## config.mk

```make
export PLATFORM = sky130hd
export DESIGN_NAME = http_response_header_stripper_core
export DESIGN_NICKNAME = d
export VERILOG_FILES = /design/src/hdl/hrhs_pkg.sv /design/src/hdl/http_response_header_stripper_core.sv /design/src/hdl/hrhs_parser.sv /design/src/hdl/hrhs_emitter.sv
export SDC_FILE = /design/constraint.sdc
export NUM_CORES = 1
export LEC_CHECK = 0
export BUFFER_PORTS_ARGS = -buffer_cell sky130_fd_sc_hd__buf_2
export CAP_MARGIN = 15
export CORE_MARGIN = 2
export CORE_UTILIZATION = 60
export DETAILED_ROUTE_END_ITERATION = 8
export GPL_ROUTABILITY_DRIVEN = 0
export PLACE_DENSITY = 0.91
export SETUP_SLACK_MARGIN = 0.4
export SLEW_MARGIN = 40
export SYNTH_ARGS = -nofsm -noshare
export SYNTH_HDL_FRONTEND = slang
export SYNTH_SLANG_ARGS = --single-unit
```

## constraint.sdc

```tcl
create_clock -name clk -period 5.55 [get_ports clk]
set_clock_uncertainty 0.05 [all_clocks]
set_input_delay 0.2775 -clock clk [delete_from_list [all_inputs] [get_ports clk]]
set_output_delay 0.2775 -clock clk [all_outputs]
set_load 0.02 [all_outputs]
```

## src/hdl/hrhs_pkg.sv

```systemverilog
// Package: shared types, codes and constants of the HTTP response header stripper.
`default_nettype none

package hrhs_pkg;

	localparam int unsigned LIMIT_W     = 16;
	localparam int unsigned COUNT_W     = 17;
	localparam int unsigned STATUS_W    = 10;
	localparam logic [LIMIT_W-1:0]  LIMIT_RESET = 16'd16384;
	localparam logic [STATUS_W-1:0] STATUS_MAX  = 10'd999;

	localparam logic [7:0] CHAR_SPACE = 8'h20;
	localparam logic [7:0] CHAR_CR    = 8'h0d;
	localparam logic [7:0] CHAR_LF    = 8'h0a;
	localparam logic [7:0] CHAR_ZERO  = 8'h30;
	localparam logic [7:0] CHAR_NINE  = 8'h39;

	// Shortest limit that still lets the full magic through.
	localparam logic [LIMIT_W-1:0] MAGIC_LAST_POS = 16'd3;

	typedef enum logic [2:0] {
		PH_MAGIC   = 3'd0,
		PH_VERSION = 3'd1,
		PH_SPACES  = 3'd2,
		PH_DIGITS  = 3'd3,
		PH_HEADER  = 3'd4,
		PH_BODY    = 3'd5,
		PH_PASS    = 3'd6,
		PH_DONE    = 3'd7
	} phase_t;

	typedef enum logic [2:0] {
		OC_OK       = 3'd0,
		OC_NOT_HTTP = 3'd1,
		OC_TOO_BIG  = 3'd2,
		OC_TRUNC    = 3'd3,
		OC_NO_STAT  = 3'd4
	} outcome_t;

	typedef struct packed {
		logic [7:0] data_byte;
		logic       end_of_stream;
	} in_item_t;

	typedef struct packed {
		logic [7:0]          out_byte;
		logic                is_body;
		outcome_t            outcome;
		logic [STATUS_W-1:0] http_status;
		logic                last;
	} result_item_t;

	// Result burst caused by one input byte: [report] [magic prefix] [data byte].
	typedef struct packed {
		logic                rep_v;
		outcome_t            rep_oc;
		logic [STATUS_W-1:0] rep_st;
		logic [1:0]          pfx_n;
		logic                byte_v;
		logic [7:0]          data;
	} burst_t;

	// "HTTP"
	function automatic logic [7:0] magic_byte(input logic [1:0] idx);
		logic [7:0] b;
		unique case (idx)
			2'd0: b = 8'h48;
			2'd1: b = 8'h54;
			2'd2: b = 8'h54;
			2'd3: b = 8'h50;
			default: b = 8'h00;
		endcase
		return b;
	endfunction

endpackage

`default_nettype wire

```

## src/hdl/http_response_header_stripper_core.sv

```systemverilog
// Top level: HTTP response header stripper core.
// Usage:
//  - src channel: one stream byte per transfer (data_byte, end_of_stream).
//    end_of_stream marks the final byte; the parser then rearms for the next
//    stream while header_limit keeps its value.
//  - res channel: result items, either body/pass-through bytes (is_body=1)
//    or one status report (is_body=0, outcome, http_status). last flags the
//    final item caused by one source byte.
//  - cfg: cfg_wr_en/cfg_wr_data write header_limit; write only
//    while no results are pending.
// An accepted byte's result burst is loaded into the result register.
// Throughput: one byte per cycle while each byte yields at most one item
// and res_stall is low. A failed "HTTP" magic check yields report + up to
// three prefix bytes + the byte itself (up to five items, one per cycle
// while res_stall is low); src_stall is held high until the last of those
// is transferred. The result register sits between parser and output, so a
// new byte is taken in the same cycle the last pending item leaves.
// Reset: clears the parser to the magic check, drops pending results and sets
// header_limit to 16384. res_stall only holds the current item in place.
`default_nettype none

module http_response_header_stripper_core (
	input  wire                           clk,
	input  wire                           arst_n,
	input  wire                           src_valid,
	output logic                          src_stall,
	input  wire  hrhs_pkg::in_item_t      src_item,
	output logic                          res_valid,
	input  wire                           res_stall,
	output hrhs_pkg::result_item_t        res_item,
	input  wire                           cfg_wr_en,
	input  wire  [hrhs_pkg::LIMIT_W-1:0]  cfg_wr_data
);

	hrhs_pkg::burst_t burst;
	logic             can_load;
	logic             src_xfer;

	assign src_stall = !can_load;
	assign src_xfer  = src_valid && can_load;

	hrhs_parser u_parser (
		.clk         (clk),
		.arst_n      (arst_n),
		.accept      (src_xfer),
		.item        (src_item),
		.cfg_wr_en   (cfg_wr_en),
		.cfg_wr_data (cfg_wr_data),
		.burst       (burst)
	);

	hrhs_emitter u_emitter (
		.clk       (clk),
		.arst_n    (arst_n),
		.load      (src_xfer),
		.burst     (burst),
		.can_load  (can_load),
		.res_valid (res_valid),
		.res_stall (res_stall),
		.res_item  (res_item)
	);

endmodule

`default_nettype wire

```

## src/hdl/hrhs_parser.sv

```systemverilog
// Parser: stream state, header limit register and per-byte result burst logic.
`default_nettype none

module hrhs_parser (
	input  wire                              clk,
	input  wire                              arst_n,
	input  wire                              accept,
	input  wire  hrhs_pkg::in_item_t         item,
	input  wire                              cfg_wr_en,
	input  wire  [hrhs_pkg::LIMIT_W-1:0]     cfg_wr_data,
	output hrhs_pkg::burst_t                 burst
);

	hrhs_pkg::phase_t                 phase_q, phase_n;
	logic [1:0]                       mpos_q, mpos_n;
	logic [hrhs_pkg::STATUS_W-1:0]    st_q, st_n;
	logic [1:0]                       crlf_q, crlf_n;
	logic [hrhs_pkg::COUNT_W-1:0]     cnt_q, cnt_n;
	logic [hrhs_pkg::LIMIT_W-1:0]     limit_q;

	logic [7:0]  b;
	logic        eos;
	logic        digit;
	logic [3:0]  dval;
	logic [13:0] acc;
	logic [hrhs_pkg::STATUS_W-1:0] st_acc;
	logic        stop;
	logic        have;
	logic [7:0]  want;

	assign b     = item.data_byte;
	assign eos   = item.end_of_stream;
	assign digit = (b >= hrhs_pkg::CHAR_ZERO) && (b <= hrhs_pkg::CHAR_NINE);
	assign dval  = b[3:0];
	assign acc   = ({4'b0, st_q} << 3) + ({4'b0, st_q} << 1) + {10'b0, dval};
	assign st_acc = (acc > {4'b0, hrhs_pkg::STATUS_MAX}) ? hrhs_pkg::STATUS_MAX
		: acc[hrhs_pkg::STATUS_W-1:0];
	assign want  = crlf_q[0] ? hrhs_pkg::CHAR_LF : hrhs_pkg::CHAR_CR;

	always_comb begin
		phase_n = phase_q;
		mpos_n  = mpos_q;
		st_n    = st_q;
		crlf_n  = crlf_q;
		cnt_n   = cnt_q;
		burst   = '0;
		stop    = 1'b0;
		have    = 1'b0;

		unique case (phase_q)
			hrhs_pkg::PH_MAGIC: begin
				cnt_n = cnt_q + 1'b1;
				if (b == hrhs_pkg::magic_byte(mpos_q)) begin
					if (mpos_q == 2'd3) begin
						mpos_n  = 2'd0;
						phase_n = hrhs_pkg::PH_VERSION;
						if (limit_q < hrhs_pkg::MAGIC_LAST_POS) begin
							phase_n      = hrhs_pkg::PH_DONE;
							burst.rep_v  = 1'b1;
							burst.rep_oc = hrhs_pkg::OC_TOO_BIG;
						end
					end else begin
						mpos_n = mpos_q + 1'b1;
					end
				end else begin
					// report, then the matched prefix, then this byte
					burst.rep_v  = 1'b1;
					burst.rep_oc = hrhs_pkg::OC_NOT_HTTP;
					burst.pfx_n  = mpos_q;
					burst.byte_v = 1'b1;
					burst.data   = b;
					mpos_n       = 2'd0;
					phase_n      = hrhs_pkg::PH_PASS;
				end
			end
			hrhs_pkg::PH_VERSION, hrhs_pkg::PH_SPACES,
			hrhs_pkg::PH_DIGITS, hrhs_pkg::PH_HEADER: begin
				cnt_n = cnt_q + 1'b1;
				// status parse first
				if (phase_q == hrhs_pkg::PH_VERSION) begin
					if (b == hrhs_pkg::CHAR_SPACE) phase_n = hrhs_pkg::PH_SPACES;
				end else if (phase_q == hrhs_pkg::PH_SPACES) begin
					if (digit) begin
						st_n    = {6'b0, dval};
						phase_n = hrhs_pkg::PH_DIGITS;
					end else if (b != hrhs_pkg::CHAR_SPACE) begin
						phase_n      = hrhs_pkg::PH_DONE;
						burst.rep_v  = 1'b1;
						burst.rep_oc = hrhs_pkg::OC_NO_STAT;
						stop         = 1'b1;
					end
				end else if (phase_q == hrhs_pkg::PH_DIGITS) begin
					if (digit) begin
						st_n = st_acc;
					end else if (st_q == '0) begin
						phase_n      = hrhs_pkg::PH_DONE;
						burst.rep_v  = 1'b1;
						burst.rep_oc = hrhs_pkg::OC_NO_STAT;
						stop         = 1'b1;
					end else begin
						phase_n = hrhs_pkg::PH_HEADER;
					end
				end
				// then the size limit
				if (!stop && (cnt_q > {1'b0, limit_q})) begin
					phase_n      = hrhs_pkg::PH_DONE;
					burst.rep_v  = 1'b1;
					burst.rep_oc = hrhs_pkg::OC_TOO_BIG;
					burst.rep_st = st_n;
					stop         = 1'b1;
				end
				// then the blank-line match; a wrong byte restarts it
				if (!stop) begin
					if (b == want) begin
						if (crlf_q == 2'd3) begin
							burst.rep_v = 1'b1;
							if (phase_n == hrhs_pkg::PH_HEADER) begin
								phase_n      = hrhs_pkg::PH_BODY;
								burst.rep_oc = hrhs_pkg::OC_OK;
								burst.rep_st = st_n;
							end else begin
								phase_n      = hrhs_pkg::PH_DONE;
								burst.rep_oc = hrhs_pkg::OC_NO_STAT;
							end
						end else begin
							crlf_n = crlf_q + 1'b1;
						end
					end else begin
						crlf_n = 2'd0;
					end
				end
			end
			hrhs_pkg::PH_BODY, hrhs_pkg::PH_PASS: begin
				burst.byte_v = 1'b1;
				burst.data   = b;
			end
			hrhs_pkg::PH_DONE: begin
				// aborted: drop until end of stream
			end
			default: begin
			end
		endcase

		if (eos) begin
			// stream ended inside the header: report slot is free here
			if (phase_n == hrhs_pkg::PH_MAGIC || phase_n == hrhs_pkg::PH_VERSION ||
			    phase_n == hrhs_pkg::PH_SPACES || phase_n == hrhs_pkg::PH_DIGITS ||
			    phase_n == hrhs_pkg::PH_HEADER) begin
				have = (phase_n == hrhs_pkg::PH_HEADER) ||
					(phase_n == hrhs_pkg::PH_DIGITS && st_n != '0);
				burst.rep_v  = 1'b1;
				burst.rep_oc = have ? hrhs_pkg::OC_TRUNC : hrhs_pkg::OC_NO_STAT;
				burst.rep_st = have ? st_n : '0;
			end
			phase_n = hrhs_pkg::PH_MAGIC;
			mpos_n  = 2'd0;
			st_n    = '0;
			crlf_n  = 2'd0;
			cnt_n   = '0;
		end
	end

	always_ff @(posedge clk or negedge arst_n) begin
		if (!arst_n) begin
			phase_q <= hrhs_pkg::PH_MAGIC;
			mpos_q  <= 2'd0;
			st_q    <= '0;
			crlf_q  <= 2'd0;
			cnt_q   <= '0;
		end else if (accept) begin
			phase_q <= phase_n;
			mpos_q  <= mpos_n;
			st_q    <= st_n;
			crlf_q  <= crlf_n;
			cnt_q   <= cnt_n;
		end
	end

	always_ff @(posedge clk or negedge arst_n) begin
		if (!arst_n) begin
			limit_q <= hrhs_pkg::LIMIT_RESET;
		end else if (cfg_wr_en) begin
			limit_q <= cfg_wr_data;
		end
	end

endmodule

`default_nettype wire

```

## src/hdl/hrhs_emitter.sv

```systemverilog
// Emitter: result burst register, serialized one item per transfer.
`default_nettype none

module hrhs_emitter (
	input  wire                      clk,
	input  wire                      arst_n,
	input  wire                      load,
	input  wire hrhs_pkg::burst_t    burst,
	output logic                     can_load,
	output logic                     res_valid,
	input  wire                      res_stall,
	output hrhs_pkg::result_item_t   res_item
);

	logic                          rep_v_q;
	hrhs_pkg::outcome_t            oc_q;
	logic [hrhs_pkg::STATUS_W-1:0] st_q;
	logic [1:0]                    pfx_left_q;
	logic [1:0]                    pfx_idx_q;
	logic                          byte_v_q;
	logic [7:0]                    byte_q;

	logic busy;
	logic xfer;
	logic is_last;

	assign busy      = rep_v_q || (pfx_left_q != 2'd0) || byte_v_q;
	assign res_valid = busy;
	assign xfer      = busy && !res_stall;
	assign can_load  = !busy || (xfer && is_last);

	always_comb begin
		res_item = '0;
		if (rep_v_q) begin
			is_last              = (pfx_left_q == 2'd0) && !byte_v_q;
			res_item.outcome     = oc_q;
			res_item.http_status = st_q;
		end else if (pfx_left_q != 2'd0) begin
			is_last           = (pfx_left_q == 2'd1) && !byte_v_q;
			res_item.is_body  = 1'b1;
			res_item.out_byte = hrhs_pkg::magic_byte(pfx_idx_q);
		end else begin
			is_last           = 1'b1;
			res_item.is_body  = 1'b1;
			res_item.out_byte = byte_q;
		end
		res_item.last = is_last;
	end

	always_ff @(posedge clk or negedge arst_n) begin
		if (!arst_n) begin
			rep_v_q    <= 1'b0;
			pfx_left_q <= 2'd0;
			pfx_idx_q  <= 2'd0;
			byte_v_q   <= 1'b0;
		end else if (load) begin
			rep_v_q    <= burst.rep_v;
			pfx_left_q <= burst.pfx_n;
			pfx_idx_q  <= 2'd0;
			byte_v_q   <= burst.byte_v;
		end else if (xfer) begin
			if (rep_v_q) begin
				rep_v_q <= 1'b0;
			end else if (pfx_left_q != 2'd0) begin
				pfx_left_q <= pfx_left_q - 1'b1;
				pfx_idx_q  <= pfx_idx_q + 1'b1;
			end else begin
				byte_v_q <= 1'b0;
			end
		end
	end

	always_ff @(posedge clk) begin
		if (load) begin
			oc_q   <= burst.rep_oc;
			st_q   <= burst.rep_st;
			byte_q <= burst.data;
		end
	end

endmodule

`default_nettype wire

```

==> flow_summary.json <==
{
  "outcome": "complete, no violations",
  "numClockSinks": 77,
  "crit_type": "flip-flop to flip-flop",
  "yosys_warnings": 0,
  "grt.overflow.total": 0,
  "start_util_pct": 61.14,
  "clk_latency_ps": 360,
  "cp_slowest_stage_delay_ps": 520,
  "drv_cap": 0,
  "antennaDiodeCount": 0,
  "stdcell_area_um2": 6046,
  "syn-num-nets": 723,
  "setup_violations": 0,
  "multi_input_area_um2": 3299,
  "drtAntennaViolNets": 0,
  "root_buffer": "clkbuf_8",
  "final_cell_mix": "nand2_1, o21ai_0, dfrtp_1",
  "leakage_nw": 2.741,
  "drt_iter0_drc": 660,
  "layout_commonest_cell": "nand2_1",
  "die_w_um": 100.3,
  "grt_usage_pct": 28.15,
  "cp.arrival_ps": 4900,
  "rsz0062_at_grt": "no",
  "cp_slowest_cell": "fa_1",
  "netlist_area_um2": 5569,
  "tightest_slew_ps": 777.6,
  "cts_tree": "built",
  "cp_common_cell": "fa_1",
  "maxSlewViolCount": 0,
  "startpoint_type": "flip-flop",
  "cp_max_fo": 11,
  "path_cells": "fa_1, fa_1, a211oi_4, nor4_1, or4_4, a2111oi_4, nand3_2, o31a_1, or4b_1, o211ai_2, a21oi_1",
  "slew_headroom_pct": 48.16,
  "whs_ps": 14.18,
  "ios": 55,
  "grt_pass1_wl_um": 22780,
  "drc": 0,
  "fmaxAchievable_mhz": 205.2,
  "via_per_inst": 6.463,
  "n_fill_cell": 726,
  "synth_edf_count": 21,
  "endpoint_kind": "flip-flop",
  "die_area_um2": 10070,
  "dr.pass1.iters": 8,
  "avgSynthCellArea_um2": 8.581,
  "placed_cell_area_um2": 5886,
  "required_ps": 5570,
  "p_per_area_nw_per_um2": 388.1,
  "via_count": 5196,
  "finalNetCount": 763,
  "synth_cells": 649,
  "utilization_pct": 66.37,
  "fin_crit_sh_pct": 87.81,
  "worst-path-buf-inv": 0,
  "grt_pass1_vias": 4931,
  "critical-path-top-delay-family": "compound AO/OA/AOI/OAI gates",
  "port_buffers": 54,
  "clk_pin_slew_ps": 80,
  "period_needed_ps": 4873,
  "ys.flop_type": "dfrtp_1",
  "wl_per_cell_um": 17.16,
  "dieHeight_um": 100.3,
  "hp-class": "primary input to async pin",
  "numCtsBuffers": 9,
  "core_area_um2": 9109,
  "cts_resized": 0,
  "dp.final_hpwl_um": 9907,
  "fin_tns_setup_ps": 0,
  "antenna_found_initial": 0,
  "final_cells": 804,
  "hold_viol_final": 0,
  "p_total_mw": 2.346,
  "ir_drop_mv": 0.2064,
  "regArea_um2": 2033,
  "rows": 35,
  "dpl.cell_count": 789,
  "area.growth.synth_to_final_pct": 8.560,
  "pre_cts_ws_ps": 750.0,
  "routed_wirelength_um": 13800,
  "hold_buffers": 0,
  "synth.distinct_cells": 73,
  "synth-seq-cells": 77,
  "cts_buffer_depth": 2,
  "h-tree-depth": 3,
  "grt_max_degree": 57,
  "drive_gt1_share_pct": 13.13,
  "ys_seq_area_share_pct": 36.51,
  "ys_async_sr_fraction_pct": 72.73,
  "setup_ws_ps": 676.7,
  "cts_setup_buffers": 0
}
==> logic make-up after synthesis <==
| family | after synthesis | share of synthesized area [%] |
|---|---|---|
| adders and majority gates | 44 | 10.15 |
| muxes | 8 | 1.573 |
| buffers and inverters | 62 | 4.426 |
| and+or+nand+nor | 261 | 23.55 |
| xor gates and xnor gates | 21 | 3.303 |
| AOI/OAI and AO/OA | 176 | 20.49 |
| DFF | 77 | 36.51 |
==> state kept, by name, summed over array words and instances (netlist names), 3 cells and up <==
signal            count
u_emitter.byte_q      8
u_emitter.oc_q        3
u_emitter.st_q       10
u_parser.cnt_q       17
u_parser.limit_q     16
u_parser.phase_q      3
u_parser.st_q        10
==> layout make-up <==
cell class / count / area share [%]
multi-input combinational: 510 / 54.57
sequential: 77 / 33.63
timing repair buffer: 58 / 4.967
tap: 111 / 2.297
clock buffer: 12 / 2.235
inverter: 33 / 2.049
clock inverter: 3 / 0.2483
==> report_power, final <==
part	switching (mW)	internal [mW]
combinational	0.708	0.415
sequential	0.150	0.719
clock	0.197	0.158
total	1.05	1.29
==> path summary, 6_finish.rpt <==
check	slack [ps]	cells after the start	from	to
max reg2reg	680	11	u_parser.st_q[2]$_DFFE_PN0P_	u_emitter.st_q[7]$_DFFE_PP_
min	10	2	arst_n	u_parser.st_q[0]$_DFFE_PN0P_
max in group asynchronous	4950	2	arst_n	u_parser.cnt_q[8]$_DFFE_PN0P_
max	680	11	u_parser.st_q[2]$_DFFE_PN0P_	u_emitter.st_q[7]$_DFFE_PP_
min in group clk	80	3	cfg_wr_data[3]	u_parser.limit_q[3]$_DFFE_PN0P_
min reg2reg	450	1	u_emitter.byte_v_q$_DFFE_PN0P_	u_emitter.byte_v_q$_DFFE_PN0P_
==> metal layers <==
| metal | global-route usage (%) | vias to the layer above | routed length, um |
|---|---|---|---|
| li1 | - | 2426 | - |
| met1 | 33.71 | 2401 | 5355 |
| met2 | 48.58 | 298 | 6624 |
| met3 | 7.033 | 71 | 1272 |
| met4 | 11.28 | 0 | 544 |
| met5 | 0 | - | 0 |
==> cell usage after synthesis, types with 5 or more instances <==
master	number	area [um2]
nand2_1	80	300.3
o21ai_0	57	285.3
dfrtp_1	55	1376
nor2_1	53	198.9
a21oi_1	47	235.2
ha_1	42	525.5
inv_1	33	123.9
and2_1	28	175.2
clkbuf_1	24	90.09
edfxtp_1	21	630.6
nand3_1	21	105.1
xor2_1	14	122.6
nand4_1	13	81.33
nor3_1	13	65.06
nor2b_1	8	50.05
nor4_1	7	43.79
xnor2_1	7	61.31
and3_1	6	37.54
mux2_2	6	67.56
nand2b_1	6	37.54
a211oi_1	5	37.54
o211ai_1	5	37.54
o31ai_1	5	37.54
Note: power is estimated with default switching activity, not from simulation.
